<file path="config.mk">
export PLATFORM = sky130hd
export DESIGN_NAME = tcht_hash
export DESIGN_NICKNAME = d
export VERILOG_FILES = /design/src/hw/rtl/typed_chained_hash_table_top_defines.svh /design/src/hw/rtl/tcht_pkg.sv /design/src/hw/rtl/tcht_hash.sv
export SDC_FILE = /design/constraint.sdc
export NUM_CORES = 1
export LEC_CHECK = 0
export BUFFER_PORTS_ARGS = -buffer_cell sky130_fd_sc_hd__buf_4
export CAP_MARGIN = 30
export CORE_MARGIN = 1.5
export CORE_UTILIZATION = 60
export DETAILED_ROUTE_END_ITERATION = 12
export PLACE_DENSITY = 0.86
export SLEW_MARGIN = 10
export SYNTH_ARGS = -nofsm -noshare
export SYNTH_HDL_FRONTEND = slang
export SYNTH_SLANG_ARGS = --single-unit
</file>
<file path="constraint.sdc">
create_clock -name aclk -period 11.2 [get_ports aclk]
set_input_delay 1.12 -clock aclk [delete_from_list [all_inputs] [get_ports aclk]]
set_output_delay 1.12 -clock aclk [all_outputs]
set_load 0.02 [all_outputs]
</file>
<file path="src/hw/rtl/typed_chained_hash_table_top_defines.svh">
// Assertion macros shared by the hash table RTL.
// Depends on nothing; files that assert include it inside a module with aclk and aresetn.
`ifndef TYPED_CHAINED_HASH_TABLE_TOP_DEFINES_SVH
`define TYPED_CHAINED_HASH_TABLE_TOP_DEFINES_SVH

// Consequent must hold in the same cycle as the antecedent.
`define TCHT_ASSERT_NOW(label, ante, cons, msg) \
    label: assert property (@(posedge aclk) disable iff (!aresetn) (ante) |-> (cons)) \
        else $error(msg);

// Consequent must hold in the cycle after the antecedent.
`define TCHT_ASSERT_NEXT(label, ante, cons, msg) \
    label: assert property (@(posedge aclk) disable iff (!aresetn) (ante) |=> (cons)) \
        else $error(msg);

`endif

</file>
<file path="src/hw/rtl/tcht_pkg.sv">
// Shared constants, types and the name normalization function of the hash table.
// Depends on nothing; used by every module of the block.
package tcht_pkg;

    localparam int BUCKETS     = 1024;
    localparam int MAX_ENTRIES = 4096;
    localparam int BKT_W       = $clog2(BUCKETS);
    localparam int IDX_W       = $clog2(MAX_ENTRIES);
    localparam int LINK_W      = IDX_W + 1;
    localparam int NAME_W      = 64;
    localparam int TYPE_W      = 4;
    localparam int FLAG_W      = 3;
    localparam int RES_W       = 12;
    localparam int IN_W        = 72;
    localparam int OUT_W       = 16;

    localparam logic [31:0]       HASH_K    = 32'h9E3779B1;
    localparam logic [NAME_W-1:0] NAME_DASH = 64'h2D;
    localparam logic [LINK_W-1:0] LINK_NONE = LINK_W'(MAX_ENTRIES);

    localparam logic [TYPE_W-1:0] T_ANY      = 4'd0;
    localparam logic [TYPE_W-1:0] T_NULL     = 4'd1;
    localparam logic [TYPE_W-1:0] T_FIRSTDEF = 4'd2;
    localparam logic [TYPE_W-1:0] T_WALL     = 4'd4;
    localparam logic [TYPE_W-1:0] T_OVERRIDE = 4'd6;
    localparam logic [TYPE_W-1:0] T_MISC     = 4'd7;

    localparam int F_RETFIRST    = 0;
    localparam int F_OVERRIDABLE = 1;
    localparam int F_TRYANY      = 2;

    typedef struct packed {
        logic [NAME_W-1:0] name;
        logic [TYPE_W-1:0] etype;
        logic [LINK_W-1:0] link;
    } entry_t;

    typedef struct packed {
        logic              bkt_we;
        logic              bkt_re;
        logic [BKT_W-1:0]  bkt_addr;
        logic [LINK_W-1:0] bkt_wdata;
        logic              ent_we;
        logic              ent_re;
        logic [IDX_W-1:0]  ent_addr;
        entry_t            ent_wdata;
    } mem_cmd_t;

    // Folds lower-case ASCII to upper case and drops everything after the first zero byte.
    function automatic logic [NAME_W-1:0] normalize(input logic [NAME_W-1:0] raw);
        logic [NAME_W-1:0] r;
        logic              alive;
        logic [7:0]        b;
        r     = '0;
        alive = 1'b1;
        for (int k = 0; k < 8; k++) begin
            b = raw[8*k +: 8];
            if (b == 8'h00) begin
                alive = 1'b0;
            end
            if (b >= 8'h61 && b <= 8'h7A) begin
                b = b - 8'h20;
            end
            if (alive) begin
                r[8*k +: 8] = b;
            end
        end
        return r;
    endfunction

endpackage

</file>
<file path="src/hw/rtl/tcht_hash.sv">
// Multi-cycle bucket hash: fold, then a 64-bit multiply done on one shared 32x32 multiplier.
// Depends on tcht_pkg.
module tcht_hash (
    input  logic                      aclk,
    input  logic                      aresetn,
    input  logic                      start,
    input  logic [tcht_pkg::NAME_W-1:0] name,
    output logic                      done,
    output logic [tcht_pkg::BKT_W-1:0] bucket
);
    import tcht_pkg::*;

    logic              run_reg;
    logic [1:0]        ph_reg;
    logic [63:0]       x_reg;
    logic [63:0]       acc_reg;
    logic [63:0]       f1, f2, f3;
    logic [31:0]       op_a;
    logic [63:0]       prod;
    logic [63:0]       hmix;

    assign f1   = name ^ (name >> 32);
    assign f2   = f1 ^ (f1 >> 16);
    assign f3   = f2 ^ (f2 >> 8);
    assign op_a = (ph_reg == 2'd0) ? x_reg[31:0] : x_reg[63:32];
    assign prod = {32'b0, op_a} * {32'b0, HASH_K};
    assign hmix = acc_reg ^ (acc_reg >> 29);

    assign done   = run_reg && (ph_reg == 2'd2);
    assign bucket = hmix[BKT_W-1:0];

    always_ff @(posedge aclk) begin
        if (!aresetn) begin
            run_reg <= 1'b0;
            ph_reg  <= 2'd0;
        end else if (start) begin
            run_reg <= 1'b1;
            ph_reg  <= 2'd0;
        end else if (run_reg) begin
            if (ph_reg == 2'd2) begin
                run_reg <= 1'b0;
            end else begin
                ph_reg <= ph_reg + 2'd1;
            end
        end
    end

    always_ff @(posedge aclk) begin
        if (start) begin
            x_reg <= f3;
        end else if (run_reg && ph_reg == 2'd0) begin
            acc_reg <= prod;
        end else if (run_reg && ph_reg == 2'd1) begin
            acc_reg <= acc_reg + {prod[31:0], 32'b0};
        end
    end

endmodule

</file>
-- Word-level counts from Yosys, hierarchy flattened
Index checks and enable logic that the tools add are counted.
- bits in registers: 131
- input bits: 67
- output and inout port bits: 11
- word-level logic and storage cells: 30
- $add $sub $neg: 2
- multipliers: 1
- equality and inequality tests: 2
- multiplexer cells: 6
- bitwise operators: 7
- reductions and logical operators: 8
- operators with widths (kind ; number):
    64-bit 2-to-1 mux ; 2
    64-bit adder ; 1
    32-bit by 32-bit multiplier with 64-bit output (second input constant) ; 1
    64-bit by 32-bit XOR with 64-bit output ; 1
    64-bit by 48-bit XOR with 64-bit output ; 1
    64-bit by 56-bit XOR with 64-bit output ; 1
    32-bit 2-to-1 mux ; 1
    10-bit XOR ; 1
    2-bit AND reduction ; 2
    1-bit logical AND ; 3
    1-bit 2-to-1 mux ; 3
    1-bit NOT ; 3
    2-bit by 1-bit adder with 2-bit output (second input constant) ; 1
    2-bit by 1-bit == test with 1-bit output (second input constant) ; 1
    2-bit == test (second input constant) ; 1
    2-bit logical NOT ; 1
    2-bit nonzero test ; 1
    2-bit OR reduction ; 1

-- Depth between registers and ports, before layout
- depth in word-level cells: 6
- depth in mapped cells: 33
- gate-level depth less buffers: 31

-- Worst setup path before layout
Ideal clock, no wire load.
- path type: reg-to-reg
- start point: reg ph_reg[0]
- end point: reg acc_reg[38], data pin
- setup time: 263 ps
- arrival: 7973 ps
- data required time: 10937 ps
- setup slack: 2964 ps
- cell stages (with the launch flop): 32
- path buffers: 3
- period minus slack after synthesis: 8236 ps
- cell sequence: dfxtp_1 -> inv_1 -> ha_1 -> buf_6 -> buf_6 -> buf_1 -> mux2i_1 -> inv_1 -> fa_1 -> inv_1 -> fa_1 -> inv_1 -> fa_1 -> fa_1 -> inv_1 -> fa_1 -> fa_1 -> inv_1 -> fa_1 -> inv_1 -> fa_1 -> inv_1 -> ha_1 -> nand2_1 -> o21bai_1 -> a21oi_1 -> o221ai_1 -> o2111ai_1 -> nand4b_1 -> o31ai_1 -> xnor2_1 -> o21ai_2
- word-level cells in the longest chain between the ends: 6
- elaborated cells on any way between the ends: 7
- RTL lines (what ; line ; RTL):
    start, declared ; tcht_hash.sv:14 ; logic [1:0] ph_reg;
    start signal, assigned ; tcht_hash.sv:43 ; ph_reg <= ph_reg + 2'd1;
    2-bit logical NOT (*) ; tcht_hash.sv:25, tcht_hash.sv:51 ;
    32-bit 2-to-1 mux ; tcht_hash.sv:25 ; assign op_a = (ph_reg == 2'd0) ? x_reg[31:0] : x_reg[63:32];
    32-bit by 32-bit multiplier with 64-bit output ; tcht_hash.sv:26 ; assign prod = {32'b0, op_a} * {32'b0, HASH_K};
    64-bit adder ; tcht_hash.sv:54 ; acc_reg <= acc_reg + {prod[31:0], 32'b0};
    64-bit 2-to-1 mux ; tcht_hash.sv:53 ; end else if (run_reg && ph_reg == 2'd1) begin
    64-bit 2-to-1 mux (*) ; tcht_hash.sv:51 ; end else if (run_reg && ph_reg == 2'd0) begin
    end signal, assigned ; tcht_hash.sv:52 ; acc_reg <= prod;
    end signal, assigned ; tcht_hash.sv:54 ;
    end, declared ; tcht_hash.sv:16 ; logic [63:0] acc_reg;
Every way passes the cells marked *; elsewhere a longest branch is shown, timed or not. The select of a mux whose other input is x is not followed.
A chain may end at the register's enable or synchronous reset.

-- Worst setup path in the final report
Same ends and word-level chain as after synthesis.

==> out/metrics.yaml <==
synthesis:
  yosysSeqAreaShare: 0.159
  synth_area_per_cell_um2: 10.7
  synth.distinct_cells: 47
  ys_ff_latch: 87
  syn_inst: 1523
  syn_area_um2: 16200
  yosys_most_used_dff: "edfxtp_1"
  async_flop_share: 0
  synth_edf_count: 84
  ys_warn_count: 0
  synth_nets: 2130
place:
  gp_congestion: 1.06
  hpwl_um: 37200
  dp_slack_ps: 1460
  dp_cells: 1939
  portBuffers: 77
sta:
  tns_ps: 0
  fin_crit_sh: 0.857
  fmax_mhz: 104
  finalCriticalPeriod_ps: 9600
  worst_pin_slew_ps: 832
  clock_skew_ps: 11.1
  rsz0062_at_grt: "false"
  hold_viol_final: 0
  finalSetupViolations: 0
  fin_ws_ps: 1600
  max_slew_margin: 0.430
  maxSlewViolCount: 0
worst_setup_path:
  r2r-start: "ph_reg[0]"
  cp.required_ps: 11300
  crit_arrival_ps: 9690
  cp-startpoint: "ph_reg[0]"
  critPathMaxFanout: 24
  cp-end-kind: "flop"
  crit_family: "adder cells"
  crit_path_top_delay_cell: "mux2i_1"
  max_stage_delay_ps: 670
  r2r_slack_ps: 1600
  critPathKind: "flop to flop"
  critPathLaunchType: "flop"
  path_buf_inv: 7
layout:
  nets: 2218
  drive_gt1_frac: 0.0780
  final_cells: 1957
  n_antenna_cell: 0
  syn2layout_area_growth_pct: 8.28
  seq_area_um2: 2580
  fillers: 1984
  largest_register_ffs: 64
  multi_input_area_um2: 11500
floorplan:
  start_util: 0.607
  die_x_um: 167
  die_y_um: 167
  coreArea_um2: 26700
  fp-row-count: 60
  die-area_um2: 28000
  io-pin-count: 78
global_routing:
  antenna_found_initial: 0
  grt_usage: 0.327
  grt_pass1_vias: 11961
  grt_overflow: 0
  grt_max_degree: 69
  grt_pass1_wl_um: 66900
hold_path:
  worstHoldPathType: "flop to flop"
  min_from: "ph_reg[0]"
clock_tree:
  cts_sinks: 87
  htreeDepth: 3
  clk_pin_slew_ps: 70
  cts_setup_buffers: 0
  clockBufferDepth: 2
  clk_latency_ps: 360
  numCtsBuffers: 9
  cts-hold-fix-buffers: 0
  cts_resized: 0
  cts_root_buf: "clkbuf_16"
  cts_tree: "done"
route:
  dr_total_vias: 10653
  drc: 0
  via_per_inst: 5.44
  wl_per_cell_um: 21.9
  ant_nets: 0
  initialDrtViolationCount: 786
  routed_wl_um: 42900
  drt_pass1_iterations: 5
outcome:
  status: "completed"
flow_run:
  maxCapViolations: 0
-- metal layers --
metal	global-route usage	vias up	share of wire
met5	0	-	0
met4	0.193	0	0.070
met3	0.0534	163	0.063
met2	0.541	468	0.49
met1	0.407	5300	0.38
li1	-	4722	-
-- per-stage QoR --
step / hold WS (ps) / util / area (µm²)
after floorplan: 512 / - / 16200
after global placement: 534 / 0.645 / 17200
after detailed placement: 552 / 0.645 / 17200
after CTS: 586 / 0.656 / 17500
after global routing: 630 / 0.657 / 17600
final: 601 / 0.657 / 17600
-- cell usage after synthesis (2+ instances only) --
cell type	count	area share
a211oi_1	4	0.0019
a21o_1	16	0.0074
a21oi_1	21	0.0065
a311oi_1	2	0.0011
a31oi_1	2	0.00077
and2_1	3	0.0012
and3_1	12	0.0046
buf_1	2	0.00046
buf_6	2	0.0014
clkbuf_1	4	0.00093
dfxtp_1	3	0.0037
edfxtp_1	84	0.16
fa_1	298	0.37
ha_1	242	0.19
inv_1	547	0.13
maj3_1	2	0.0012
mux2_2	10	0.0069
mux2_4	2	0.0019
mux2i_1	21	0.013
mux2i_2	3	0.0025
nand2_1	17	0.0039
nand2b_1	6	0.0023
nand3_1	4	0.0012
nor2_1	33	0.0076
nor2b_1	2	0.00077
nor3_1	4	0.0012
o2111ai_1	3	0.0016
o21a_1	2	0.00093
o21ai_0	21	0.0065
o31ai_1	2	0.00093
or2_2	4	0.0015
xnor2_1	72	0.039
xor2_1	59	0.032
-- area by class of cell --
type                       count  share of cell area
clock buffer                   9              0.0128
sequential                    87               0.147
clock inverter                 7             0.00491
multi-input combinational    880               0.657
timing repair buffer          85              0.0369
inverter                     548               0.117
tap                          341              0.0243
-- tightest hold or removal path, stage by stage (launching register included) --
cell     delay [ps]
dfxtp_1         340
xnor2_1         150
nor2_1           80
-- layout by cell type, fill, tap and decap left out, drive strengths merged, types with 5 or more instances in the layout --
master / instances
buf: 85
xor2: 59
ha: 242
nand2: 17
and3: 12
clkinv: 5
a21oi: 21
clkbuf: 9
a21o: 16
mux2i: 25
xnor2: 72
edfxtp: 84
fa: 298
nor2: 33
nand2b: 6
inv: 550
o21ai: 22
mux2: 12
-- final timing paths --
path,endpoint,cells after the start
worst min register to register,ph_reg[0],2
worst max-delay path,acc_reg[38],29
worst min-delay path,ph_reg[0],2
worst max register to register,acc_reg[38],29
-- cells by family (layout without fill, tap and decap cells) --
family	after synthesis	after routing	share of synthesized area
fa+ha+maj	543	543	0.556
buf+inv	556	649	0.130
simple gates	87	87	0.0254
xor+xnor	132	132	0.0721
flops	87	87	0.159
mux	37	37	0.0257
compound gates	81	81	0.0316
Power is not shown: default switching activity piles up to over one toggle a cycle in this logic, so the estimate is an artifact.
